### src/first_match_substring_search_unit_assert.svh
// Assertion macros for the substring search block.
// Define NO_ASSERTIONS to compile them out.
`ifndef FIRST_MATCH_SUBSTRING_SEARCH_UNIT_ASSERT_SVH
`define FIRST_MATCH_SUBSTRING_SEARCH_UNIT_ASSERT_SVH

`ifndef NO_ASSERTIONS

// same-cycle implication
`define FMSS_ASSERT_NOW(lbl, clk, rstn, ante, cons) \
    lbl: assert property (@(posedge clk) disable iff (!rstn) (ante) |-> (cons)) \
        else $error("fmss assertion failed");

// next-cycle implication
`define FMSS_ASSERT_NEXT(lbl, clk, rstn, ante, cons) \
    lbl: assert property (@(posedge clk) disable iff (!rstn) (ante) |=> (cons)) \
        else $error("fmss assertion failed");

`else

`define FMSS_ASSERT_NOW(lbl, clk, rstn, ante, cons)
`define FMSS_ASSERT_NEXT(lbl, clk, rstn, ante, cons)

`endif

`endif

### src/fmss_pkg.sv
`timescale 1ns / 1ps

package fmss_pkg;

    // sizes
    localparam int MAX_NEEDLE     = 32;
    localparam int HAYSTACK_LIMIT = 65536;
    localparam int IDX_W          = $clog2(MAX_NEEDLE);
    localparam int LEN_W          = $clog2(MAX_NEEDLE + 1);
    localparam int CNT_W          = $clog2(HAYSTACK_LIMIT + 1);
    localparam int CHAR_W         = 16;
    localparam int POS_W          = 16;
    localparam int CFG_W          = 6;
    localparam int REG_IDX_W      = 1;

    localparam logic [POS_W-1:0] POS_MAX = '1;

    // item commands
    localparam logic CMD_LOAD = 1'b0;
    localparam logic CMD_HAY  = 1'b1;

    // configuration register indexes
    localparam logic [REG_IDX_W-1:0] REG_NEEDLE_LENGTH = 1'd0;
    localparam logic [REG_IDX_W-1:0] REG_CASE_FOLD     = 1'd1;

    // ASCII upper case range
    localparam logic [CHAR_W-1:0] ASCII_UPPER_A = 16'h0041;
    localparam logic [CHAR_W-1:0] ASCII_UPPER_Z = 16'h005A;
    localparam logic [CHAR_W-1:0] ASCII_CASE_OFS = 16'h0020;

    // control broadcast to every cell
    typedef struct packed {
        logic              hay_en;
        logic              clear;
        logic              fold;
        logic [CHAR_W-1:0] hay_char;
    } cell_ctl_t;

    // fold ASCII A-Z to lower case when enabled
    function automatic logic [CHAR_W-1:0] fold_char(input logic [CHAR_W-1:0] c,
                                                    input logic              fold);
        logic [CHAR_W-1:0] r;
        r = c;
        if (fold && (c >= ASCII_UPPER_A) && (c <= ASCII_UPPER_Z))
        begin
            r = c + ASCII_CASE_OFS;
        end
        return r;
    endfunction

endpackage

### src/fmss_if.sv
`timescale 1ns / 1ps

// input word channel: needle loads and haystack characters
interface fmss_in_if;
    logic                                valid;
    logic                                ready;
    logic                                command;
    logic [fmss_pkg::IDX_W-1:0]          needle_index;
    logic [fmss_pkg::CHAR_W-1:0]         char_value;
    logic                                last_char;

    modport source (output valid, command, needle_index, char_value, last_char,
                    input ready);
    modport sink   (input valid, command, needle_index, char_value, last_char,
                    output ready);
endinterface

// result word channel
interface fmss_out_if;
    logic                        valid;
    logic                        ready;
    logic                        found;
    logic [fmss_pkg::POS_W-1:0]  match_position;
    logic                        too_long;

    modport source (output valid, found, match_position, too_long, input ready);
    modport sink   (input valid, found, match_position, too_long, output ready);
endinterface

### src/fmss_cell.sv
`timescale 1ns / 1ps

// One needle position: holds its needle character and its partial-match bit,
// and hands the bit to the next cell.
module fmss_cell (
    input  logic                          clk,
    input  logic                          rst_n,
    input  logic                          load_en,
    input  logic [fmss_pkg::CHAR_W-1:0]   load_char,
    input  fmss_pkg::cell_ctl_t           ctl,
    input  logic                          prev_match,
    input  logic                          is_tail,
    output logic                          match,
    output logic                          hit
);

    logic [fmss_pkg::CHAR_W-1:0] needle_reg;
    logic                        match_reg;
    logic                        match_next;
    logic                        eq;

    // needle character, no reset
    always_ff @(posedge clk)
    begin
        if (load_en)
        begin
            needle_reg <= load_char;
        end
    end

    // compare against the broadcast haystack character
    always_comb
    begin
        eq         = (ctl.hay_char == fmss_pkg::fold_char(needle_reg, ctl.fold));
        match_next = prev_match && eq;
    end

    // partial-match bit, cleared at the end of a search
    always_ff @(posedge clk or negedge rst_n)
    begin
        if (!rst_n)
        begin
            match_reg <= 1'b0;
        end
        else if (ctl.hay_en)
        begin
            match_reg <= ctl.clear ? 1'b0 : match_next;
        end
    end

    assign match = match_reg;
    assign hit   = match_next && is_tail;

endmodule

### src/first_match_substring_search_unit.sv
`timescale 1ns / 1ps

// Channel   Modport  Words
// items     sink     needle loads and haystack characters
// results   source   found / match_position / too_long, one per search
// cfg       write    needle_length (0), case_fold (1)
//
// One input word is taken per cycle; a result shows in the cycle after the
// last haystack character is taken. The needle is spread over a row of
// MAX_NEEDLE cells whose match bits shift one cell per haystack word.
// Input ready drops only while a result waits and results.ready is low.
// Reset clears search state and config registers; needle characters are not reset.
module first_match_substring_search_unit (
    input  logic                              clk,
    input  logic                              rst_n,
    fmss_in_if.sink                           items,
    fmss_out_if.source                        results,
    input  logic                              write_enable,
    input  logic [fmss_pkg::REG_IDX_W-1:0]    reg_index,
    input  logic [fmss_pkg::CFG_W-1:0]        write_data
);

    localparam int N = fmss_pkg::MAX_NEEDLE;

    logic [fmss_pkg::LEN_W-1:0]  len_reg;
    logic                        fold_reg;

    logic [fmss_pkg::CNT_W-1:0]  cnt_reg;
    logic                        seen_reg;
    logic [fmss_pkg::POS_W-1:0]  pos_reg;
    logic                        ovf_reg;

    logic                        res_valid_reg;
    logic                        res_found_reg;
    logic [fmss_pkg::POS_W-1:0]  res_pos_reg;
    logic                        res_long_reg;

    logic                        item_acc;
    logic                        load_acc;
    logic                        hay_acc;
    logic                        hay_last;
    fmss_pkg::cell_ctl_t         ctl;
    logic [N-1:0]                pm;
    logic [N-1:0]                hit;
    logic                        new_hit;
    logic                        overflow_now;
    logic [fmss_pkg::CNT_W-1:0]  start;
    logic [fmss_pkg::POS_W-1:0]  start_sat;
    logic                        seen_next;
    logic [fmss_pkg::POS_W-1:0]  pos_next;
    logic                        ovf_next;
    logic [fmss_pkg::CNT_W-1:0]  cnt_next;

    // configuration registers
    always_ff @(posedge clk or negedge rst_n)
    begin
        if (!rst_n)
        begin
            len_reg  <= '0;
            fold_reg <= 1'b0;
        end
        else if (write_enable)
        begin
            unique case (reg_index)
                fmss_pkg::REG_NEEDLE_LENGTH: len_reg  <= write_data[fmss_pkg::LEN_W-1:0];
                fmss_pkg::REG_CASE_FOLD:     fold_reg <= write_data[0];
                default:                     len_reg  <= len_reg;
            endcase
        end
    end

    // handshake
    assign items.ready = !res_valid_reg || results.ready;
    assign item_acc    = items.valid && items.ready;
    assign load_acc    = item_acc && (items.command == fmss_pkg::CMD_LOAD);
    assign hay_acc     = item_acc && (items.command == fmss_pkg::CMD_HAY);
    assign hay_last    = hay_acc && items.last_char;

    // broadcast control
    always_comb
    begin
        ctl.hay_en   = hay_acc;
        ctl.clear    = items.last_char;
        ctl.fold     = fold_reg;
        ctl.hay_char = fmss_pkg::fold_char(items.char_value, fold_reg);
    end

    // row of cells
    for (genvar j = 0; j < N; j++)
    begin : g_cell
        logic prev;
        if (j == 0)
        begin : g_head
            assign prev = 1'b1;
        end
        else
        begin : g_body
            assign prev = pm[j-1];
        end

        fmss_cell u_cell (
            .clk        (clk),
            .rst_n      (rst_n),
            .load_en    (load_acc && (items.needle_index == fmss_pkg::IDX_W'(j))),
            .load_char  (items.char_value),
            .ctl        (ctl),
            .prev_match (prev),
            .is_tail    (len_reg == fmss_pkg::LEN_W'(j + 1)),
            .match      (pm[j]),
            .hit        (hit[j])
        );
    end

    // position tracking
    always_comb
    begin
        overflow_now = (cnt_reg == fmss_pkg::CNT_W'(fmss_pkg::HAYSTACK_LIMIT));
        new_hit      = (|hit) && !seen_reg;
        start        = cnt_reg + fmss_pkg::CNT_W'(1) - fmss_pkg::CNT_W'(len_reg);
        start_sat    = (start > fmss_pkg::CNT_W'(fmss_pkg::POS_MAX)) ?
                       fmss_pkg::POS_MAX : start[fmss_pkg::POS_W-1:0];
        seen_next    = seen_reg || new_hit;
        pos_next     = new_hit ? start_sat : pos_reg;
        ovf_next     = ovf_reg || overflow_now;
        cnt_next     = overflow_now ? cnt_reg : cnt_reg + fmss_pkg::CNT_W'(1);
    end

    // search state
    always_ff @(posedge clk or negedge rst_n)
    begin
        if (!rst_n)
        begin
            cnt_reg  <= '0;
            seen_reg <= 1'b0;
            pos_reg  <= '0;
            ovf_reg  <= 1'b0;
        end
        else if (hay_acc)
        begin
            if (items.last_char)
            begin
                cnt_reg  <= '0;
                seen_reg <= 1'b0;
                pos_reg  <= '0;
                ovf_reg  <= 1'b0;
            end
            else
            begin
                cnt_reg  <= cnt_next;
                seen_reg <= seen_next;
                pos_reg  <= pos_next;
                ovf_reg  <= ovf_next;
            end
        end
    end

    // output word valid
    always_ff @(posedge clk or negedge rst_n)
    begin
        if (!rst_n)
        begin
            res_valid_reg <= 1'b0;
        end
        else if (hay_last)
        begin
            res_valid_reg <= 1'b1;
        end
        else if (results.ready)
        begin
            res_valid_reg <= 1'b0;
        end
    end

    // output word payload; empty needle always matches at zero
    always_ff @(posedge clk)
    begin
        if (hay_last)
        begin
            res_found_reg <= (len_reg == '0) ? 1'b1 : seen_next;
            res_pos_reg   <= (len_reg == '0) ? '0 : pos_next;
            res_long_reg  <= ovf_next;
        end
    end

    assign results.valid          = res_valid_reg;
    assign results.found          = res_found_reg;
    assign results.match_position = res_pos_reg;
    assign results.too_long       = res_long_reg;

    `include "first_match_substring_search_unit_assert.svh"

    `FMSS_ASSERT_NOW(a_cnt_bound, clk, rst_n, 1'b1, cnt_reg <= fmss_pkg::CNT_W'(fmss_pkg::HAYSTACK_LIMIT))
    `FMSS_ASSERT_NEXT(a_last_gives_result, clk, rst_n, hay_last, res_valid_reg)
    `FMSS_ASSERT_NEXT(a_last_clears, clk, rst_n, hay_last, (cnt_reg == '0) && !seen_reg && !ovf_reg)
    `FMSS_ASSERT_NOW(a_pos_only_when_seen, clk, rst_n, !seen_reg, pos_reg == '0)

endmodule
### src/flat_wrapper.sv
// flat-port wrapper written by rule: the top's interface ports become plain ports
module first_match_substring_search_unit_flat 
  (clk, rst_n, write_enable, reg_index, write_data, items_valid, items_command, items_needle_index, items_char_value, items_last_char, items_ready, results_valid, results_found, results_match_position, results_too_long, results_ready);
  fmss_in_if items_i ();
  fmss_out_if results_i ();
  input  logic clk;
  input  logic rst_n;
  input  logic write_enable;
  input  logic [fmss_pkg::REG_IDX_W-1:0] reg_index;
  input  logic [fmss_pkg::CFG_W-1:0] write_data;
  input wire logic [$bits(items_i.valid)-1:0] items_valid;
  input wire logic [$bits(items_i.command)-1:0] items_command;
  input wire logic [$bits(items_i.needle_index)-1:0] items_needle_index;
  input wire logic [$bits(items_i.char_value)-1:0] items_char_value;
  input wire logic [$bits(items_i.last_char)-1:0] items_last_char;
  output wire logic [$bits(items_i.ready)-1:0] items_ready;
  output wire logic [$bits(results_i.valid)-1:0] results_valid;
  output wire logic [$bits(results_i.found)-1:0] results_found;
  output wire logic [$bits(results_i.match_position)-1:0] results_match_position;
  output wire logic [$bits(results_i.too_long)-1:0] results_too_long;
  input wire logic [$bits(results_i.ready)-1:0] results_ready;
  assign items_i.valid = items_valid;
  assign items_i.command = items_command;
  assign items_i.needle_index = items_needle_index;
  assign items_i.char_value = items_char_value;
  assign items_i.last_char = items_last_char;
  assign items_ready = items_i.ready;
  assign results_valid = results_i.valid;
  assign results_found = results_i.found;
  assign results_match_position = results_i.match_position;
  assign results_too_long = results_i.too_long;
  assign results_i.ready = results_ready;
  first_match_substring_search_unit u_core (.clk(clk), .rst_n(rst_n), .items(items_i), .results(results_i), .write_enable(write_enable), .reg_index(reg_index), .write_data(write_data));
endmodule
### config.mk
export PLATFORM = sky130hd
export DESIGN_NAME = first_match_substring_search_unit_flat
export DESIGN_NICKNAME = d
export VERILOG_FILES = /design/src/fmss_pkg.sv /design/src/fmss_if.sv /design/src/fmss_cell.sv /design/src/first_match_substring_search_unit.sv /design/src/flat_wrapper.sv
export VERILOG_INCLUDE_DIRS = /design/src /design/src/src
export SDC_FILE = /design/constraint.sdc
export NUM_CORES = 1
export LEC_CHECK = 0
export BUFFER_PORTS_ARGS = -buffer_cell sky130_fd_sc_hd__buf_2
export CORE_MARGIN = 2
export CORE_UTILIZATION = 30
export DETAILED_ROUTE_END_ITERATION = 16
export SKIP_CTS_REPAIR_TIMING = 1
export SLEW_MARGIN = 20
export SYNTH_ARGS = -nofsm -noshare
export SYNTH_HDL_FRONTEND = slang
export SYNTH_SLANG_ARGS = --single-unit
### constraint.sdc
create_clock -name clk -period 5.1 [get_ports clk]
set_clock_uncertainty 0.05 [all_clocks]
set_input_delay 0.255 -clock clk [delete_from_list [all_inputs] [get_ports clk]]
set_output_delay 0.255 -clock clk [all_outputs]
set_load 0.05 [all_outputs]
Word-level counts from Yosys, hierarchy flattened:

Cells that the tools add are included.

* register bits: 604
* input bits: 35
* output and inout bits: 20
* word-level logic and storage cells: 525

* $add $sub $neg: 35
* order comparisons: 67
* equality and inequality tests: 97
* mux-type cells: 73
* bitwise gates (word level): 2
* reduce and logical (&&, ||, !) cells: 178

Operator list (number)
* $mux W16: 36
* $add A16 B6 Y16 const B: 33
* $ge A16 B7 Y1 const B: 33
* $le A16 B7 Y1 const B: 33
* $eq A16 B16 Y1: 32
* $logic_and A1 B1 Y1: 166
* $eq A6 B5 Y1 const B: 16
* $eq A5 B5 Y1 const B: 16
* $eq A6 B4 Y1 const B: 8
* $eq A5 B4 Y1 const B: 8
* $mux W1: 35
* $mux W17: 2
* $reduce_or A32 Y1: 1
* $eq A6 B3 Y1 const B: 4
* $eq A5 B3 Y1 const B: 4
* $add A17 B1 Y17 const B: 1
* $eq A17 B17 Y1 const B: 1
* $gt A17 B16 Y1 const B: 1
* $sub A17 B6 Y17: 1
* $eq A6 B2 Y1 const B: 2
* $eq A5 B2 Y1 const B: 2
* $eq A6 B1 Y1 const B: 1
* $eq A6 B6 Y1 const B: 1
* $logic_not A6 Y1: 1
* other kinds (8): 14

Longest topological paths before layout:

Gate-level depths: netlist of run 1.

* word-level depth: 11
* mapped depth: 15
* depth with buffers taken out: 14

Cells and area by module:

From an unflattened synthesis of run 1, not the netlist that was laid out.

* cells, all modules: 2356
* area total of the unflattened synthesis: 30297.8 µm²

Modules (own cells, without submodules)
* fmss_cell: times used 32, cells an instance 57, area each 814.5 µm², sequential area each 505.5 µm²
* first_match_substring_search_unit: times used 1, cells an instance 532, area each 4232.8 µm², sequential area each 1616.6 µm²

Worst setup path before layout of run 1:

OpenSTA, ideal clock, no wires.

* path type: register to register
* from: register u_core.cnt_reg[0] in the netlist's numbering
* to: register u_core.res_pos_reg (netlist bit u_core.results.match_position[2]), data pin
* setup time: 268 ps
* arrival time: 3092 ps
* required time: 4782 ps
* setup slack: 1690 ps
* stages on the path, launching flop included: 15
* buffers on the path: 1
* period minus slack after synthesis: 3410 ps
* cell sequence: dfrtp_1 -> ha_1 -> xor2_1 -> ha_1 -> nor2b_1 -> o21ai_0 -> a21boi_0 -> o21ai_0 -> nand3_1 -> nor4b_1 -> xor2_1 -> buf_2 -> o21ai_0 -> nand2_1 -> mux2i_1

* longest elaborated chain between the ends: 5

Ends and longest elaborated chain
* from (decl): line first_match_substring_search_unit.sv:28 `logic [fmss_pkg::CNT_W-1:0] cnt_reg;`
* from (signal assigned): line first_match_substring_search_unit.sv:149 `cnt_reg <= cnt_next;`
* $add A17 B1 Y17 *: line first_match_substring_search_unit.sv:119 `start = cnt_reg + fmss_pkg::CNT_W'(1) - fmss_pkg::CNT_W'(len_reg);`
* $sub A17 B6 Y17 *: line first_match_substring_search_unit.sv:119
* $gt A17 B16 Y1: line first_match_substring_search_unit.sv:120 `start_sat = (start > fmss_pkg::CNT_W'(fmss_pkg::POS_MAX)) ?`
* $mux W16 *: line first_match_substring_search_unit.sv:120
* $mux W16 *: line first_match_substring_search_unit.sv:123 `pos_next = new_hit ? start_sat : pos_reg;`
* to (signal assigned): line first_match_substring_search_unit.sv:180 `res_pos_reg <= (len_reg == '0) ? '0 : pos_next;`
* to (decl): line first_match_substring_search_unit.sv:35 `logic [fmss_pkg::POS_W-1:0] res_pos_reg;`

Mark *: on every way between the ends. The rest lies on a longest branch, timed or not.
A chain may end at the register's enable or synchronous reset.

Worst setup path after layout of run 1:

* from: register u_core.fold_reg
* to: register u_core.pos_reg[1] in the netlist's numbering

* longest elaborated chain between the ends: 10
* elaborated cells on any way between the ends: 198
* classes of those cells: 32 x eq/ne; 35 x mux; 131 x reduce/logical

Ends and longest elaborated chain
* from (decl): line first_match_substring_search_unit.sv:26 `logic fold_reg;`
* from (signal assigned): line first_match_substring_search_unit.sv:66 `fmss_pkg::REG_CASE_FOLD: fold_reg <= write_data[0];`
* $logic_and A1 B1 Y1 (2 in a row): line fmss_pkg.sv:44 `if (fold && (c >= ASCII_UPPER_A) && (c <= ASCII_UPPER_Z))`
* $mux W16: line fmss_pkg.sv:44
* $eq A16 B16 Y1: line fmss_cell.sv:34 `eq = (ctl.hay_char == fmss_pkg::fold_char(needle_reg, ctl.fold));`
* $logic_and A1 B1 Y1: line fmss_cell.sv:35 `match_next = prev_match && eq;`
* $logic_and A1 B1 Y1: line fmss_cell.sv:52 `assign hit = match_next && is_tail;`
* $reduce_or A32 Y1 *: line first_match_substring_search_unit.sv:118 `new_hit = (|hit) && !seen_reg;`
* $logic_and A1 B1 Y1 *: line first_match_substring_search_unit.sv:118
* $mux W16 *: line first_match_substring_search_unit.sv:123
* $mux W16 *: line first_match_substring_search_unit.sv:140 `if (items.last_char)`
* to (signal assigned): line first_match_substring_search_unit.sv:151 `pos_reg <= pos_next;`
* to (decl): line first_match_substring_search_unit.sv:30 `logic [fmss_pkg::POS_W-1:0] pos_reg;`

Marked as above.

==> impl_metrics.yaml, run 1 <==
status:
  status: "finished, final reports clean"
logic_synthesis:
  synth_cell_type_count: 93
  synth-edff-count: 530
  syn_area_per_cell_um2: 11.8
  ys_seq_elements: 604
  synth_top_flop_cell: "edfxtp_1"
  synthArstFlopShare_pct: 12.3
  yosys_warnings: 0
  postSynthCellCount: 2735
  syn-num-nets: 2812
  syn-cell-area_mm2: 0.0322
  yosysSeqAreaShare_pct: 55.3
drt:
  drc: 0
  firstDrtPassIters: 8
  wl_per_cell_um: 21.9
  drt-initial-drc-count: 2388
  ant_nets: 0
  viasPerCell: 5.38
  routed_wl_mm: 94.0
  vias: 23031
cells_and_area:
  antenna_cells: 0
  drive_above_1_share_pct: 9.82
  largest_reg_flops: 512
  multi_input_area_mm2: 0.0136
  fillCellCount: 10398
  final_nets: 2905
  layout_commonest_cell: "edfxtp_1"
  final_cell_mix: "edfxtp_1 (530), xnor2_1 (449), nand2_1 (270), nand4_1 (203), nor2_1 (129)"
  register_area_mm2: 0.0178
  syn_to_final_growth_pct: 14.0
global_route:
  grt_pass1_vias: 22494
  grt_pass1_wl_mm: 141
  grt_max_degree: 65
  grt_usage_pct: 16.8
  overflow: 0
  antenna_found_initial: 7
clock_network:
  htreeDepth: 3
  cts_buffer_depth: 3
  cts_buffers: 67
  clk_latency_ps: 640
  root_buffer: "clkbuf_16"
  clkTransAtPathRegs_ps: 60
  cts.sinks: 604
  cts_tree: "yes"
power_and_ir_drop:
  p_leak_uw: 0.0117
  clockPowerShare_pct: 43.2
  seq_power_share_pct: 47.8
  powerDensity_mw_per_mm2: 314
  ir_drop_v: 0.000234
  combinationalPowerShare_pct: 9.0
  power_uw: 11500
  swShare_pct: 24.8
  intPower_uw: 8670
  p_sw_uw: 2850
timing:
  period_needed_ps: 4670
  tns_ps: 0
  slew_viol_final: 0
  setup_viol: 0
  relSlewSlack_pct: 28.6
  worst_slew_pin_slew_ps: 1070
  clock.fmax_mhz: 214
  hold_viol: 0
  period_share_pct: 91.5
  rsz0062_at_grt: "no"
setup_path:
  worstReg2RegEnd: "u_core.pos_reg[1]$_DFFE_PN0P_"
  reg2reg_depth: 10
  arrival_ps: 5090
  crit_type: "reg -> reg"
  path_max_fanout: 18
  start_kind: "register"
  required_ps: 5520
  setup.worst_path.end_class: "register"
  r2r_slack_ps: 430
  r2r-start: "u_core.fold_reg$_DFFE_PN0P_"
hold_path:
  hold_end: "u_core.g_cell[0].u_cell.needle_reg[1]$_DFFE_PP_"
  hp-start: "items_char_value[1]"
  holdCritPathClass: "in -> reg"
  worstHoldPathCells: 1
placement:
  gp_congestion: 0.915
  numPortBuffers: 54
  hpwlAfterDp_mm: 62.6
die:
  core_region_area_mm2: 0.107
  dieArea_mm2: 0.110
  fp-row-count: 120
  pin_count: 55
  initial_core_util_pct: 30.1
  die_y_um: 331
  die_x_um: 331
run:
  maxCapViolCount: 0
-- power by group through the flow --
stage / combinational [µW] / sequential (µW) / clock (µW)
2_1_floorplan: 625 / 5590 / 0
3_3_place_gp: 1010 / 5610 / 0
3_5_place_dp: 1020 / 5610 / 0
4_1_cts: 1030 / 5510 / 5090
5_1_grt: 1120 / 5510 / 5270
6_report: 1040 / 5510 / 4980
-- worst max path at each step --
stage	startpoint	end	slack [ps]	cells past startpoint
floorplan	u_core.cnt_reg[0]$_DFFE_PN0P_	u_core.results.match_position[2]$_SDFFCE_PN0P_	1690	14
global placement	u_core.fold_reg$_DFFE_PN0P_	u_core.results.match_position[8]$_SDFFCE_PN0P_	660	10
detailed placement	u_core.fold_reg$_DFFE_PN0P_	u_core.results.match_position[8]$_SDFFCE_PN0P_	520	10
CTS	u_core.fold_reg$_DFFE_PN0P_	u_core.results.match_position[8]$_SDFFCE_PN0P_	510	10
global route	u_core.fold_reg$_DFFE_PN0P_	u_core.results.match_position[4]$_SDFFCE_PN0P_	240	10
finish	u_core.fold_reg$_DFFE_PN0P_	u_core.pos_reg[1]$_DFFE_PN0P_	430	10
-- per-stage QoR --
stage               setup slack, ps  area (µm²)  hold slack [ps]  util (%)  std cells
CTS                             507       36600             -421      34.2       4274
detailed placement              523       34300              241      32.1       4152
global placement                659       34300              226      32.1       4152
finish                          431       36700             51.5      34.3       4284
global route                    238       36700             22.0      34.3       4284
floorplan                      1690       32200            -90.6         -       2735
-- cell usage after synthesis (34+ instances only) --
cell type	instances	area, µm²
a21oi_1	48	240
buf_2	56	280
clkbuf_1	34	128
dfrtp_1	74	1850
edfxtp_1	530	15900
ha_1	41	513
inv_1	65	244
nand2_1	270	1010
nand3_1	46	230
nand4_1	203	1270
nor2_1	140	526
nor3_1	109	546
nor4_1	92	576
o21ai_0	43	215
xnor2_1	449	3930
xor2_1	77	674
-- cells by family (layout without fill, tap and decap cells) --
group | count (synthesis) | after routing | share of synthesized area (%)
buffers and inverters | 179 | 325 | 2.75
flip-flops | 604 | 604 | 55.3
adder cells (fa/ha/maj) | 42 | 42 | 1.66
AO/OA/AOI/OAI | 329 | 329 | 7.90
XOR/XNOR | 526 | 526 | 14.3
AND/OR/NAND/NOR | 1028 | 1028 | 17.3
multiplexers | 27 | 27 | 0.852
-- worst max-delay path: stages (launching register included) --
cell	delay (ps)
dfrtp_2	710
nor4b_4	360
and3_4	300
a21o_1	790
xnor2_1	240
nand4_1	250
nor4_1	580
o21bai_1	160
o2111ai_2	390
o21a_2	500
o211ai_1	150
-- layout make-up --
class,count,area share (%)
Inverter,66,0.676
Tap cell,1403,4.79
Multi-Input combinational cell,1952,37.0
Timing Repair Buffer,137,2.98
Sequential cell,604,48.5
Clock inverter,41,1.34
Clock buffer,81,4.77
-- layer usage --
metal  part of all wire [%]  up-vias  wire [µm]  track usage [%]
met2                     45      859      42200             26.4
met3                    7.3      150       6880             3.09
met4                    2.6        8       2490             5.08
met5                  0.054        -         51                0
li1                       -    10566          -                -
met1                     45    11448      42400             23.4
Note: power is estimated with default switching activity, not from simulation.
==> run 2: changes to the inputs <==
--- a/config.mk
+++ b/config.mk
@@ -7,8 +7,8 @@
 export NUM_CORES = 1
 export LEC_CHECK = 0
 export BUFFER_PORTS_ARGS = -buffer_cell sky130_fd_sc_hd__buf_2
-export CORE_MARGIN = 2
-export CORE_UTILIZATION = 30
+export CORE_MARGIN = 1
+export CORE_UTILIZATION = 41
 export DETAILED_ROUTE_END_ITERATION = 16
 export SKIP_CTS_REPAIR_TIMING = 1
 export SLEW_MARGIN = 20
==> impl_metrics.yaml, run 2 (synthesized netlist as in run 1, its figures left out) <==
status:
  status: "finished, final reports clean"
placement:
  place_area_mm2: 0.0337
  hpwlAfterDp_mm: 61.7
  numPortBuffers: 54
  gp_congestion: 0.933
die:
  fp-row-count: 102
  die_x_um: 282
  core_region_area_mm2: 0.0775
  die_y_um: 282
  pin_count: 55
  dieArea_mm2: 0.0795
  initial_core_util_pct: 41.5
global_route:
  overflow: 0
  met3_usage_pct: 4.06
  grt_pass1_vias: 23548
  met1_usage_pct: 31.7
  grt_util_met2_pct: 39.6
  grt_pass1_wl_mm: 143
  antenna_found_initial: 1
  grt_usage_pct: 23.9
  grt-busiest-layer: "met2"
  grt_max_degree: 65
setup_path:
  path_max_fanout: 33
  r2r-start: "u_core.fold_reg$_DFFE_PN0P_"
  reg2reg_depth: 11
  setup.worst_path.end_class: "register"
  arrival_ps: 4720
  start_kind: "register"
  required_ps: 5380
  r2r_slack_ps: 650
  crit_type: "reg -> reg"
  worstReg2RegEnd: "u_core.results.match_position[5]$_SDFFCE_PN0P_"
hold_path:
  worstHoldPathCells: 1
  hp-start: "items_char_value[2]"
  hold_end: "u_core.g_cell[18].u_cell.needle_reg[2]$_DFFE_PP_"
  holdCritPathClass: "in -> reg"
clock_network:
  clk_latency_ps: 630
  cts_tree: "yes"
  clkTransAtPathRegs_ps: 60
  cts_buffers: 69
  root_buffer: "clkbuf_16"
  htreeDepth: 3
  cts.sinks: 604
  cts_buffer_depth: 3
drt:
  drc: 0
  wl_per_cell_um: 24.1
  routed_wl_mm: 94.3
  vias: 23445
  drt-initial-drc-count: 2366
  firstDrtPassIters: 6
  viasPerCell: 6.00
  ant_nets: 0
cells_and_area:
  antenna_cells: 0
  drive_above_1_share_pct: 9.52
  syn_to_final_growth_pct: 12.3
  fillCellCount: 6894
  layout_commonest_cell: "edfxtp_1"
  register_area_mm2: 0.0178
  largest_reg_flops: 512
  fin_area_mm2: 0.0361
  multi_input_area_mm2: 0.0136
  final_cell_mix: "edfxtp_1 (530), xnor2_1 (449), nand2_1 (270), nand4_1 (203), nor2_1 (119)"
  final_nets: 2889
timing:
  period_needed_ps: 4450
  worst_slew_pin_slew_ps: 1050
  clock.fmax_mhz: 225
  slew_viol_final: 0
  period_share_pct: 87.2
  relSlewSlack_pct: 30.1
  tns_ps: 0
  setup_viol: 0
  hold_viol: 0
  rsz0062_at_grt: "no"
run:
  maxCapViolCount: 0
power_and_ir_drop:
  p_leak_uw: 0.0116
  ir_drop_v: 0.000372
  powerDensity_mw_per_mm2: 321
[run 2: cell count changes in the layout (fill, tap and decap cells not counted), sizes merged]
cell         change
inv              -2
clkbuf          +16
clkinv           -9
buf             -17
dlygate4sd3      -1
[run 2: critical path, cell delays in order (launching register included)]
cell and delay, ps:
dfrtp_2 350, buf_4 560, or4b_1 490, nor3_1 380, a41o_1 240, mux2i_1 70, a2bb2oi_1 290, o32ai_1 180
a221oi_1 290, nand4_1 350, o21ai_4 690, mux2i_1 170
[run 2: worst max-delay path by stage]
stage / from / endpoint / depth (start not counted)
floorplan: u_core.cnt_reg[0]$_DFFE_PN0P_ / u_core.results.match_position[2]$_SDFFCE_PN0P_ / 14
global placement: items_char_value[0] / u_core.pos_reg[6]$_DFFE_PN0P_ / 11
detailed placement: items_char_value[5] / u_core.results.match_position[5]$_SDFFCE_PN0P_ / 12
CTS: u_core.fold_reg$_DFFE_PN0P_ / u_core.results.match_position[5]$_SDFFCE_PN0P_ / 11
global route: u_core.fold_reg$_DFFE_PN0P_ / u_core.results.match_position[12]$_SDFFCE_PN0P_ / 11
finish: u_core.fold_reg$_DFFE_PN0P_ / u_core.results.match_position[5]$_SDFFCE_PN0P_ / 11
[run 2: cell type report]
class	instances	share of cell area, %
sequential	604	49.2
tap	1040	3.60
clock inverter	30	1.16
clock buffer	97	5.19
timing repair buffer	119	2.50
multi-input combinational	1952	37.6
inverter	66	0.686
[run 2: report_power, final]
group / leakage [µW] / internal (µW) / switching [µW] / total, µW
registers: 0.00575 / 5440 / 54.5 / 5500
clock network: 0.00111 / 3000 / 2050 / 5040
logic: 0.00474 / 327 / 729 / 1060
[run 2: per-layer routing]
layer / up-vias / routed length (µm)
met5: - / 14
met2: 964 / 44500
li1: 10540 / -
met3: 171 / 7310
met4: 2 / 2720
met1: 11768 / 39700
[run 2: metrics by stage]
stage               worst slack [ps]  hold slack, ps  utilization [%]  instances  total power, µW
floorplan                       1690           -90.6                -       2735             6220
global placement                 802             224             43.5       3772             6600
detailed placement               722             231             43.5       3772             6630
CTS                              774            -418             46.5       3899            11700
global route                     510            3.75             46.6       3908            11900
finish                           652            30.6             46.6       3908            11600
